### config.mk
export PLATFORM = sky130hd
export DESIGN_NAME = distinct_window_marker_detector_flat
export DESIGN_NICKNAME = d
export VERILOG_FILES = /design/src/hw/rtl/dwm_pkg.sv /design/src/hw/rtl/dwm_stream_ifs.sv /design/src/hw/rtl/dwm_apb_regs.sv /design/src/hw/rtl/dwm_seen_table.sv /design/src/hw/rtl/dwm_window_track.sv /design/src/hw/rtl/distinct_window_marker_detector.sv /design/src/flat_wrapper.sv
export SDC_FILE = /design/constraint.sdc
export NUM_CORES = 2
export LEC_CHECK = 0
export BUFFER_PORTS_ARGS = -buffer_cell sky130_fd_sc_hd__buf_2
export CAP_MARGIN = 20
export CORE_ASPECT_RATIO = 0.8
export CORE_UTILIZATION = 55
export CTS_BUF_LIST = sky130_fd_sc_hd__clkbuf_4 sky130_fd_sc_hd__clkbuf_8 sky130_fd_sc_hd__clkbuf_16
export CTS_CLUSTER_SIZE = 40
export DETAILED_ROUTE_END_ITERATION = 10
export PLACE_DENSITY = 0.71
export SKIP_CTS_REPAIR_TIMING = 1
export SYNTH_ARGS = -nofsm -noshare
export SYNTH_HDL_FRONTEND = slang
export SYNTH_SLANG_ARGS = --single-unit
### constraint.sdc
create_clock -name clk_i -period 14.2 [get_ports clk_i]
set_clock_uncertainty 0.05 [all_clocks]
set_input_delay 0 -clock clk_i [delete_from_list [all_inputs] [get_ports clk_i]]
set_output_delay 0 -clock clk_i [all_outputs]
set_load 0.01 [all_outputs]
### src/hw/rtl/dwm_pkg.sv
// Package for the distinct-window marker detector: widths, codes and the
// structs passed between the window tracker and the last-seen table.
// No dependencies.
`default_nettype none

package dwm_pkg;

  localparam int WINDOW_MAX_DEF = 16;
  localparam int SYM_W          = 8;
  localparam int NUM_SYM        = 1 << SYM_W;
  localparam int POS_W          = 16;
  localparam int WLEN_W         = 5;
  localparam int STAMP_W        = 10;
  localparam int DATA_W         = 32;
  localparam int PADDR_W        = 3;

  localparam logic [SYM_W-1:0]  NEWLINE_SYM    = 8'd10;
  localparam logic [WLEN_W-1:0] WINDOW_LEN_RST = 5'd14;
  localparam logic [POS_W-1:0]  POS_MAX        = 16'hFFFF;

  typedef enum logic [0:0] {
    REG_WINDOW_LEN = 1'b0
  } reg_idx_e;

  typedef logic [STAMP_W-1:0] stamp_t;

  typedef struct packed {
    logic             en;
    logic [SYM_W-1:0] addr;
    stamp_t           stamp;
  } tbl_wr_t;

  typedef struct packed {
    logic   valid;
    stamp_t stamp;
  } tbl_hit_t;

endpackage

`default_nettype wire

### src/hw/rtl/dwm_stream_ifs.sv
// Valid/ready stream interfaces: byte beats in, marker position beats out.
// Depends on dwm_pkg.
`default_nettype none

interface dwm_sym_if;
  logic                     valid;
  logic                     ready;
  logic [dwm_pkg::SYM_W-1:0] symbol;
  modport source (output valid, output symbol, input ready);
  modport sink   (input valid, input symbol, output ready);
endinterface

interface dwm_pos_if;
  logic                     valid;
  logic                     ready;
  logic [dwm_pkg::POS_W-1:0] marker_position;
  modport source (output valid, output marker_position, input ready);
  modport sink   (input valid, input marker_position, output ready);
endinterface

`default_nettype wire

### src/hw/rtl/dwm_apb_regs.sv
// APB-style register port holding window_len.
// Depends on dwm_pkg.
`default_nettype none

module dwm_apb_regs (
  input  wire logic                        clk_i,
  input  wire logic                        rst_ni,
  input  wire logic                        psel,
  input  wire logic                        penable,
  input  wire logic                        pwrite,
  input  wire logic [dwm_pkg::PADDR_W-1:0] paddr,
  input  wire logic [dwm_pkg::DATA_W-1:0]  pwdata,
  output logic      [dwm_pkg::DATA_W-1:0]  prdata,
  output logic                             pready,
  output logic      [dwm_pkg::WLEN_W-1:0]  window_len_o
);

  logic [dwm_pkg::WLEN_W-1:0] wlen_q, wlen_d;
  logic                       hit_wlen;

  assign pready   = 1'b1;
  assign hit_wlen = (paddr[dwm_pkg::PADDR_W-1] == dwm_pkg::REG_WINDOW_LEN);

  always_comb begin
    wlen_d = wlen_q;
    if (psel && penable && pwrite && pready && hit_wlen) begin
      wlen_d = pwdata[dwm_pkg::WLEN_W-1:0];
    end
  end

  always_ff @(posedge clk_i or negedge rst_ni) begin
    if (!rst_ni) begin
      wlen_q <= dwm_pkg::WINDOW_LEN_RST;
    end else begin
      wlen_q <= wlen_d;
    end
  end

  assign prdata       = hit_wlen ? dwm_pkg::DATA_W'(wlen_q) : '0;
  assign window_len_o = wlen_q;

endmodule

`default_nettype wire

### src/hw/rtl/dwm_seen_table.sv
// Last-seen table: per byte value, the stamp of its latest beat in the line.
// Synchronous RAM with forwarding, valid flops and a background age sweep.
// Depends on dwm_pkg.
`default_nettype none

module dwm_seen_table (
  input  wire logic                      clk_i,
  input  wire logic                      rst_ni,
  input  wire logic                      rd_en_i,
  input  wire logic [dwm_pkg::SYM_W-1:0] rd_addr_i,
  input  wire logic [dwm_pkg::SYM_W-1:0] lk_addr_i,
  input  wire dwm_pkg::tbl_wr_t          wr_i,
  input  wire logic                      clear_i,
  input  wire dwm_pkg::stamp_t           now_i,
  output dwm_pkg::tbl_hit_t              hit_o
);

  dwm_pkg::stamp_t mem_q [dwm_pkg::NUM_SYM];

  dwm_pkg::stamp_t rd_q;
  dwm_pkg::stamp_t fwd_stamp_q;
  logic            fwd_q;

  logic [dwm_pkg::NUM_SYM-1:0] vld_q, vld_d;

  logic [dwm_pkg::SYM_W-1:0] sweep_q;
  logic [dwm_pkg::SYM_W-1:0] sweep_addr_q;
  logic                      sweep_hit_q;
  dwm_pkg::stamp_t           sweep_data_q;
  dwm_pkg::stamp_t           sweep_age;
  logic                      sweep_stale;

  always_ff @(posedge clk_i) begin
    if (wr_i.en) begin
      mem_q[wr_i.addr] <= wr_i.stamp;
    end
    if (rd_en_i) begin
      rd_q        <= mem_q[rd_addr_i];
      fwd_stamp_q <= wr_i.stamp;
    end
    sweep_data_q <= mem_q[sweep_q];
  end

  // entries past half the stamp range can no longer be told apart; drop them
  assign sweep_age   = now_i - sweep_data_q;
  assign sweep_stale = sweep_age[dwm_pkg::STAMP_W-1];

  always_comb begin
    vld_d = vld_q;
    if (clear_i) begin
      vld_d = '0;
    end else if (vld_q[sweep_addr_q] && sweep_stale && !sweep_hit_q) begin
      vld_d[sweep_addr_q] = 1'b0;
    end
    if (wr_i.en) begin
      vld_d[wr_i.addr] = 1'b1;
    end
  end

  always_ff @(posedge clk_i or negedge rst_ni) begin
    if (!rst_ni) begin
      vld_q        <= '0;
      fwd_q        <= 1'b0;
      sweep_q      <= '0;
      sweep_addr_q <= '0;
      sweep_hit_q  <= 1'b0;
    end else begin
      vld_q        <= vld_d;
      sweep_q      <= sweep_q + 1'b1;
      sweep_addr_q <= sweep_q;
      sweep_hit_q  <= wr_i.en && (wr_i.addr == sweep_q);
      if (rd_en_i) begin
        fwd_q <= wr_i.en && (wr_i.addr == rd_addr_i);
      end
    end
  end

  assign hit_o.valid = vld_q[lk_addr_i];
  assign hit_o.stamp = fwd_q ? fwd_stamp_q : rd_q;

endmodule

`default_nettype wire

### src/hw/rtl/dwm_window_track.sv
// Window tracker: distinct-suffix run length, line position, found flag and
// the output register. Drives table writes and line clears.
// Depends on dwm_pkg.
`default_nettype none

module dwm_window_track #(
  parameter int WINDOW_MAX = dwm_pkg::WINDOW_MAX_DEF
) (
  input  wire logic                       clk_i,
  input  wire logic                       rst_ni,
  input  wire logic                       en_i,
  input  wire logic                       accept_i,
  input  wire logic [dwm_pkg::SYM_W-1:0]  symbol_i,
  input  wire logic [dwm_pkg::WLEN_W-1:0] window_len_i,
  input  wire dwm_pkg::tbl_hit_t          hit_i,
  output dwm_pkg::tbl_wr_t                wr_o,
  output logic                            clear_o,
  output logic      [dwm_pkg::SYM_W-1:0]  lk_addr_o,
  output dwm_pkg::stamp_t                 now_o,
  output logic                            res_valid_o,
  output logic      [dwm_pkg::POS_W-1:0]  res_pos_o
);

  localparam int SW = $clog2(WINDOW_MAX + 1);
  localparam int CW = (SW > dwm_pkg::WLEN_W) ? SW : dwm_pkg::WLEN_W;

  logic                      v1_q;
  logic [dwm_pkg::SYM_W-1:0] sym1_q;
  dwm_pkg::stamp_t           stamp1_q;
  dwm_pkg::stamp_t           cnt_q;
  logic [SW-1:0]             run_q;
  logic [dwm_pkg::POS_W-1:0] pos_q;
  logic                      found_q;
  logic                      out_v_q;
  logic [dwm_pkg::POS_W-1:0] out_pos_q;

  logic                      live;
  logic                      is_nl;
  dwm_pkg::stamp_t           gap;
  logic [SW-1:0]             cand;
  logic [SW-1:0]             run_new;
  logic [CW-1:0]             wl_ext;
  logic [CW-1:0]             n_eff;
  logic [dwm_pkg::POS_W-1:0] pos_new;
  logic                      emit;

  assign live  = v1_q && en_i;
  assign is_nl = (sym1_q == dwm_pkg::NEWLINE_SYM);
  assign gap   = stamp1_q - hit_i.stamp;

  always_comb begin
    cand = (run_q == SW'(WINDOW_MAX)) ? run_q : run_q + SW'(1);
    if (hit_i.valid && (gap < dwm_pkg::STAMP_W'(cand))) begin
      run_new = gap[SW-1:0];
    end else begin
      run_new = cand;
    end
    wl_ext = CW'(window_len_i);
    if (wl_ext == '0) begin
      n_eff = CW'(1);
    end else if (wl_ext > CW'(WINDOW_MAX)) begin
      n_eff = CW'(WINDOW_MAX);
    end else begin
      n_eff = wl_ext;
    end
    pos_new = (pos_q == dwm_pkg::POS_MAX) ? pos_q : pos_q + 1'b1;
    emit    = !found_q && (CW'(run_new) >= n_eff);
  end

  always_ff @(posedge clk_i) begin
    if (accept_i) begin
      sym1_q   <= symbol_i;
      stamp1_q <= cnt_q;
    end
    if (en_i) begin
      out_pos_q <= pos_new;
    end
  end

  always_ff @(posedge clk_i or negedge rst_ni) begin
    if (!rst_ni) begin
      v1_q    <= 1'b0;
      cnt_q   <= '0;
      run_q   <= '0;
      pos_q   <= '0;
      found_q <= 1'b0;
      out_v_q <= 1'b0;
    end else begin
      if (accept_i && (symbol_i != dwm_pkg::NEWLINE_SYM)) begin
        cnt_q <= cnt_q + 1'b1;
      end
      if (en_i) begin
        v1_q    <= accept_i;
        out_v_q <= live && !is_nl && emit;
      end
      if (live) begin
        if (is_nl) begin
          run_q   <= '0;
          pos_q   <= '0;
          found_q <= 1'b0;
        end else begin
          run_q   <= run_new;
          pos_q   <= pos_new;
          found_q <= found_q || emit;
        end
      end
    end
  end

  assign wr_o.en     = live && !is_nl;
  assign wr_o.addr   = sym1_q;
  assign wr_o.stamp  = stamp1_q;
  assign clear_o     = live && is_nl;
  assign lk_addr_o   = sym1_q;
  assign now_o       = cnt_q;
  assign res_valid_o = out_v_q;
  assign res_pos_o   = out_pos_q;

endmodule

`default_nettype wire

### src/hw/rtl/distinct_window_marker_detector.sv
// Distinct-window marker detector, top level.
// Byte beats enter on sym_i (valid/ready, field symbol); one beat leaves on
// pos_o (field marker_position) the first time the last window_len bytes of
// a line are pairwise distinct. Byte 10 ends the line and gives no beat.
// window_len sits at byte address 0 of the APB-style port (pready always
// high); write it only while the block is idle.
// Throughput: one byte per cycle while pos_o is not stalled, set by the
// single-ported write of the last-seen table, which is read and written for every byte.
// Results pass the byte register sym1_q, then the output register out_v_q.
// A stalled pos_o beat holds the pipeline: sym_i.ready follows
// !pos_o.valid || pos_o.ready, so up to one further byte waits inside.
// Reset clears line state, the table valid flags and sets window_len to 14;
// the table RAM itself needs no clearing pass.
// Depends on dwm_pkg, dwm_stream_ifs, dwm_apb_regs, dwm_seen_table,
// dwm_window_track.
`default_nettype none

module distinct_window_marker_detector #(
  parameter int WINDOW_MAX = dwm_pkg::WINDOW_MAX_DEF
) (
  input  wire logic                        clk_i,
  input  wire logic                        rst_ni,
  dwm_sym_if.sink                          sym_i,
  dwm_pos_if.source                        pos_o,
  input  wire logic                        psel,
  input  wire logic                        penable,
  input  wire logic                        pwrite,
  input  wire logic [dwm_pkg::PADDR_W-1:0] paddr,
  input  wire logic [dwm_pkg::DATA_W-1:0]  pwdata,
  output logic      [dwm_pkg::DATA_W-1:0]  prdata,
  output logic                             pready
);

  logic                       en;
  logic                       accept;
  logic                       res_valid;
  logic [dwm_pkg::POS_W-1:0]  res_pos;
  logic [dwm_pkg::WLEN_W-1:0] window_len;
  logic [dwm_pkg::SYM_W-1:0]  lk_addr;
  logic                       clear;
  dwm_pkg::tbl_wr_t           wr;
  dwm_pkg::tbl_hit_t          hit;
  dwm_pkg::stamp_t            now;

  assign en          = !res_valid || pos_o.ready;
  assign sym_i.ready = en;
  assign accept      = sym_i.valid && en;

  dwm_apb_regs u_regs (
    .clk_i,
    .rst_ni,
    .psel,
    .penable,
    .pwrite,
    .paddr,
    .pwdata,
    .prdata,
    .pready,
    .window_len_o (window_len)
  );

  dwm_seen_table u_table (
    .clk_i,
    .rst_ni,
    .rd_en_i   (accept),
    .rd_addr_i (sym_i.symbol),
    .lk_addr_i (lk_addr),
    .wr_i      (wr),
    .clear_i   (clear),
    .now_i     (now),
    .hit_o     (hit)
  );

  dwm_window_track #(
    .WINDOW_MAX (WINDOW_MAX)
  ) u_track (
    .clk_i,
    .rst_ni,
    .en_i         (en),
    .accept_i     (accept),
    .symbol_i     (sym_i.symbol),
    .window_len_i (window_len),
    .hit_i        (hit),
    .wr_o         (wr),
    .clear_o      (clear),
    .lk_addr_o    (lk_addr),
    .now_o        (now),
    .res_valid_o  (res_valid),
    .res_pos_o    (res_pos)
  );

  assign pos_o.valid           = res_valid;
  assign pos_o.marker_position = res_pos;

  a_clear_excl_write : assert property (@(posedge clk_i) disable iff (!rst_ni)
    !(clear && wr.en))
    else $error("line clear and table write in the same cycle");

  a_result_from_byte : assert property (@(posedge clk_i) disable iff (!rst_ni)
    $rose(res_valid) |-> $past(wr.en))
    else $error("result raised without a byte leaving the pipeline");

  a_write_when_enabled : assert property (@(posedge clk_i) disable iff (!rst_ni)
    (wr.en || clear) |-> en)
    else $error("state update while the output is stalled");

  a_position_nonzero : assert property (@(posedge clk_i) disable iff (!rst_ni)
    res_valid |-> (res_pos != '0))
    else $error("marker position of zero");

endmodule

`default_nettype wire

### src/flat_wrapper.sv
// flat-port wrapper written by rule: the top's interface ports become plain ports
module distinct_window_marker_detector_flat 
#(
  parameter int WINDOW_MAX = dwm_pkg::WINDOW_MAX_DEF
)
  (clk_i, rst_ni, psel, penable, pwrite, paddr, pwdata, prdata, pready, sym_i_valid, sym_i_symbol, sym_i_ready, pos_o_valid, pos_o_marker_position, pos_o_ready);
  dwm_sym_if sym_i_i ();
  dwm_pos_if pos_o_i ();
  input  wire logic clk_i;
  input  wire logic rst_ni;
  input  wire logic psel;
  input  wire logic penable;
  input  wire logic pwrite;
  input  wire logic [dwm_pkg::PADDR_W-1:0] paddr;
  input  wire logic [dwm_pkg::DATA_W-1:0] pwdata;
  output logic      [dwm_pkg::DATA_W-1:0] prdata;
  output logic pready;
  input wire logic [$bits(sym_i_i.valid)-1:0] sym_i_valid;
  input wire logic [$bits(sym_i_i.symbol)-1:0] sym_i_symbol;
  output wire logic [$bits(sym_i_i.ready)-1:0] sym_i_ready;
  output wire logic [$bits(pos_o_i.valid)-1:0] pos_o_valid;
  output wire logic [$bits(pos_o_i.marker_position)-1:0] pos_o_marker_position;
  input wire logic [$bits(pos_o_i.ready)-1:0] pos_o_ready;
  assign sym_i_i.valid = sym_i_valid;
  assign sym_i_i.symbol = sym_i_symbol;
  assign sym_i_ready = sym_i_i.ready;
  assign pos_o_valid = pos_o_i.valid;
  assign pos_o_marker_position = pos_o_i.marker_position;
  assign pos_o_i.ready = pos_o_ready;
  distinct_window_marker_detector #(.WINDOW_MAX(WINDOW_MAX)) u_core (.clk_i(clk_i), .rst_ni(rst_ni), .sym_i(sym_i_i), .pos_o(pos_o_i), .psel(psel), .penable(penable), .pwrite(pwrite), .paddr(paddr), .pwdata(pwdata), .prdata(prdata), .pready(pready));
endmodule
### After elaboration in Yosys (flattened, before gate mapping)

Memories as Yosys holds them, arrays and structs flattened. A register that Yosys moved wholly into a read port is not among the register bits.
Cells that the tools add are included.
W data, S select, Z words.

* register bits after elaboration: 357
* logic and storage cells: 87
* input port bits: 50
* memories: 1
* output and inout port bits: 51
* RAM bits: 2560

* $add $sub $neg: 6
* bitwise gates (word level): 4
* reduce and logical (&&, ||, !) cells: 24
* eq/ne operators: 6
* order comparisons: 7
* mux-type cells: 23

Memory list
* u_core.u_table.mem_q: words 256, bits a word 10, rd ports 2, clocked after memory_dff 2, write ports 1, line dwm_seen_table.sv:18 `dwm_pkg::stamp_t mem_q [dwm_pkg::NUM_SYM];`

Operators with widths (count)
* $mux W256: 3
* $and A256 B256 Y256: 1
* $not A256 Y256: 1
* $or A256 B256 Y256: 1
* $mux W16: 2
* $mux W5: 6
* $sub A10 B10 Y10: 2
* $lt A8 B9 Y1 const B: 2
* $logic_and A1 B1 Y1: 17
* $add A16 B1 Y16 const B: 1
* $bmux W1 S8: 2
* $demux W1 S8: 2
* $eq A16 B16 Y1 const B: 1
* $eq A8 B8 Y1: 2
* $ge A8 B1 Y1 const B: 2
* $add A10 B1 Y10 const B: 1
* $lt A10 B5 Y1: 1
* $mux W10: 1
* $add A8 B1 Y8 const B: 1
* $eq A8 B4 Y1 const B: 1
* $ne A8 B4 Y1 const B: 1
* $mux W1: 7
* $add A5 B1 Y5 const B: 1
* $eq A5 B5 Y1 const B: 1
* other kinds (6): 10

### Depth between registers and ports, before layout

* depth after elaboration: 10
* depth in mapped cells: 26
* gate-level depth less buffers: 25

### Modules after synthesis

Synthesis repeated with hierarchy kept, for this count alone.

* cell total of the unflattened synthesis: 7240
* area total of the unflattened synthesis: 139655.2 sq um

Modules (own cells, without submodules)
* dwm_seen_table: cells an instance 6836, times used 1, area an instance 135386.1 sq um
* dwm_window_track: cells an instance 356, times used 1, area an instance 3776.1 sq um
* dwm_apb_regs: cells an instance 46, times used 1, area an instance 470.5 sq um
* distinct_window_marker_detector: cells an instance 2, times used 1, area an instance 22.5 sq um

### Worst setup path before layout

No wires, ideal clock.

* kind: register to register
* from: register u_core.u_track.stamp1_q[0]
* to: register u_core.u_track.found_q
* buffers on the path: 0
* setup slack: 6334 ps
* arrival time: 7697 ps
* stages on the path, launching flop included: 26
* path through: edfxtp_1 inv_1 ha_1 fa_1 nor2b_1 o21a_1 nor2_1 xor2_1 inv_1 ha_1 a221oi_1 o311ai_0 nor4_1 o2111a_1 o2111a_1 nand3_1 mux2i_1 ha_1 nand2b_1 a21oi_1 nor2b_1 o21ai_0 nand2b_1 a21oi_1 nor2_1 o21a_1

* cells in the longest elaborated chain, start to end: 8

Ends and longest elaborated chain
* start, declared: line dwm_window_track.sv:29 `dwm_pkg::stamp_t stamp1_q;`
* start signal, assigned: line dwm_window_track.sv:73 `stamp1_q <= cnt_q;`
* $sub A10 B10 Y10 (*): line dwm_window_track.sv:49 `assign gap = stamp1_q - hit_i.stamp;`
* $lt A10 B5 Y1: line dwm_window_track.sv:53 `if (hit_i.valid && (gap < dwm_pkg::STAMP_W'(cand))) begin`
* $logic_and A1 B1 Y1: line dwm_window_track.sv:53
* $mux W5 (*): line dwm_window_track.sv:53
* $ge A5 B5 Y1 (*): line dwm_window_track.sv:67 `emit = !found_q && (CW'(run_new) >= n_eff);`
* $logic_and A1 B1 Y1 (*): line dwm_window_track.sv:67
* $logic_or A1 B1 Y1 (*): line dwm_window_track.sv:104 `found_q <= found_q || emit;`
* $mux W1 (*): line dwm_window_track.sv:97 `if (is_nl) begin`
* end signal, assigned: line dwm_window_track.sv:104
* end, declared: line dwm_window_track.sv:33 `logic found_q;`

Every way passes the cells marked *; elsewhere a longest branch is shown, timed or not.
A chain may end at the register's enable or synchronous reset.

==> results.cfg <==
[run_status]
outcome = finished, violations left
violations = negative hold slack

[critical_path]
cp-end-kind = flip-flop
criticalPathCategory = reg -> reg
cp.required_ps = 14880
crit_arrival_ps = 6840
worst-path-max-fanout = 75
reg2reg_depth = 8
startpoint_type = flip-flop

[clocking]
htreeDepth = 5
cts_tree = yes
clk_path_buf_depth = 4
cts_buffers = 299
insertion_delay_ps = 910
path_clk_slew_ps = 70
clock-sinks = 2937
ctsRootBufferMaster = clkbuf_16

[pwr]
ir_drop_mv = 0.1384
power_frac_seq_pct = 51.2
internal-power_w = 0.01504
p_per_area_nw_per_um2 = 127.4
combinationalPowerShare_pct = 8.8
p_leak_nw = 49.69
p_switching_w = 0.004649
netSwitchingFraction_pct = 23.61
clockPowerShare_pct = 40.0

[timing]
hold_slack_ps = -129.3
setup_viol = 0
finalSetupTns_ps = 0
final.setup.worst_slack_ps = 8036
fin_crit_ps = 6164
drv_slew = 0
fmax_mhz = 162.2
hold_violations = 1
post-route-period-util_pct = 43.41
maxSlewHeadroom_pct = 5.950
tightest_slew_ps = 1411
rsz0062_at_grt = false

[placed_design]
pre_cts_slack_ps = 8169
gp_congestion = 0.9664
dpl.hpwl_um = 255100
io_buffers = 43
place_inst = 9908

[synthesis]
synthCells = 6800
synth_area_um2 = 139400
synth-async-reset-ratio_pct = 10.66
synth_cell_type_count = 67
synth-warning-count = 0
synth_edf_count = 2614
ys_ff_latch = 2937
synth-main-ff-cell = edfxtp_1
synth_top_area_share_pct = 56.30
synth.area.top_cells = edfxtp_1 (56%), mux4_2 (29%), dfrtp_1 (5.6%), a31o_2 (1.3%), nand4_1 (0.96%)
ys_seq_area_share_pct = 62.07
yosysTopAreaCell = edfxtp_1
synth.avg_cell_area_um2 = 20.50

[layout]
final.fill_count = 17060
drive_gt1_share_pct = 42.91
nets = 7002
layoutNonFillerInstCount = 10480
synthToLayoutAreaGrowth_pct = 10.87

[job]
cap_violations = 0

[worst_hold_path]
hold_depth = 2
hold_class = in -> reg

[detailed_routing]
vias_per_cell = 7.600
via_count = 79610
drcViolationCount = 0
drtIter0Drc = 13480
first_pass_iters = 9
ant_nets = 0
totalWireLength_um = 419300
wl_per_cell_um = 40.02

[global_route]
grt_pass1_vias = 78680
use_met1_pct = 47.49
top_usage_layer = met2
antenna_found_initial = 27
grt_max_degree = 226
grt.overflow.total = 0
use_met2_pct = 47.73
grt_usage_pct = 33.09
grt_pass1_wl_um = 591800
grt_use_met3_pct = 10.15

[die]
pin_count = 101
fp.dieW_um = 564.9
fp.dieArea_um2 = 255500
die_y_um = 452.3
std_cell_rows = 164
start_util_pct = 55.60
coreArea_um2 = 250800
[flip-flops by register name (all words and copies together), names as in the netlist]
name and cells:
u_core.u_table.mem_q 2560, u_core.u_table.vld_q 256, u_core.u_track.pos_q 16, u_core.u_track.res_pos_o 16
u_core.u_table.fwd_stamp_q 10, u_core.u_table.rd_q 10, u_core.u_table.sweep_data_q 10, u_core.u_track.now_o 10
u_core.u_track.stamp1_q 10, u_core.u_table.sweep_addr_q 8, u_core.u_table.sweep_q 8, u_core.u_track.lk_addr_o 8
u_core.u_regs.window_len_o 5, u_core.u_track.run_q 5, u_core.u_table.fwd_q 1, u_core.u_table.sweep_hit_q 1
u_core.u_track.found_q 1, u_core.u_track.res_valid_o 1, u_core.u_track.v1_q 1
[worst max-delay path, stage by stage (launching register included)]
cell	delay, ps
dfrtp_4	1040
buf_12	550
buf_12	490
buf_4	740
mux4_2	610
mux4_2	610
mux4_2	500
mux2i_1	890
o21ai_0	160
[worst paths after layout]
kind / startpoint / to / slack (ps)
max in group asynchronous: rst_ni / u_core.u_table.vld_q[12] / 12190
max reg2reg: u_core.u_table.sweep_q[0] / u_core.u_table.sweep_data_q[2] / 8040
max: u_core.u_table.sweep_q[0] / u_core.u_table.sweep_data_q[2] / 8040
min: sym_i_symbol[3] / u_core.u_track.lk_addr_o[3] / -130
min in group asynchronous: rst_ni / u_core.u_regs.window_len_o[1] / 260
min reg2reg: u_core.u_track.found_q / u_core.u_track.res_valid_o / 410
[power groups by stage]
stage | clock, W | combinational, W | sequential [W]
2_1_floorplan | 0 | 0.000837 | 0.0105
3_3_place_gp | 0 | 0.00163 | 0.0102
3_5_place_dp | 0 | 0.00168 | 0.0103
4_1_cts | 0.00793 | 0.00168 | 0.0101
5_1_grt | 0.00823 | 0.00183 | 0.0101
6_report | 0.00788 | 0.00174 | 0.0101
[area by class of cell]
type	count	area [µm²]	area share, %
Inverter	31	116.4	0.07528
Sequential cell	2937	86560	56.00
Multi-Input combinational cell	3244	50550	32.71
Tap cell	3320	4154	2.687
Timing Repair Buffer	406	3571	2.310
Clock inverter	148	1267	0.8200
Clock buffer	384	8330	5.390
Antenna cell	5	12.51	0.008095
[synthesized netlist by cell type (all sizes together) (5+ instances only)]
cell,count
a211oi,6
a21oi,31
a22o,11
a22oi,14
a311oi,5
a31o,243
a31oi,6
and2,9
and3,7
buf,289
clkbuf,335
dfrtp,310
dfxtp,10
edfxtp,2614
ha,32
inv,31
mux2,37
mux2i,50
mux4,1817
nand2,119
nand2b,13
nand3,43
nand4,214
nor2,306
nor2b,23
nor3,16
nor4,7
o21a,10
o21ai,41
o22ai,7
o311ai,5
o31ai,9
or2,15
or3,26
xnor2,28
xor2,24
[cell usage in the layout, fill, tap and decap left out, drive strengths merged, types with 31 or more instances in the layout]
master	n
inv	40
clkinv	111
nand3	43
a21oi	31
mux2i	50
nand2	119
clkbuf	385
mux4	1817
dfrtp	310
ha	32
a31o	243
nor2	306
o21ai	41
edfxtp	2614
nand4	214
conb	38
buf	384
mux2	37
[layer usage]
metal  part of all wire [%]  wire, µm  up-vias
met5                  0.042       174        -
met4                    4.6     19320       26
met3                     14     58090      985
met2                     45    187600     5990
met1                     37    154100    42670
li1                       -         -    29940
[kinds of logic (layout without fill, tap and decap cells)]
| family | after synthesis | after routing | synth area share (%) |
|---|---|---|---|
| adder cells (fa/ha/maj) | 33 | 33 | 0.3015 |
| flip-flops | 2937 | 2937 | 62.07 |
| XOR/XNOR | 52 | 52 | 0.3267 |
| AO/OA/AOI/OAI | 407 | 407 | 2.320 |
| buffers and inverters | 655 | 969 | 2.073 |
| multiplexers | 1904 | 1904 | 30.05 |
| AND/OR/NAND/NOR | 810 | 810 | 2.861 |
| other | 2 | 43 | 0.005387 |
[through the flow]
stage | hold slack, ps | instance area, µm² | util [%] | total power, W
after floorplan | -345.6 | 139600 | - | 0.01135
after global placement | -36.84 | 144300 | 57.54 | 0.01187
after detailed placement | -30.37 | 144600 | 57.66 | 0.01193
after CTS | -956.8 | 154200 | 61.49 | 0.01969
after global routing | -101.4 | 154600 | 61.64 | 0.02015
final | -129.3 | 154600 | 61.64 | 0.01969
No activity file was read; power rests on OpenSTA's default activity.
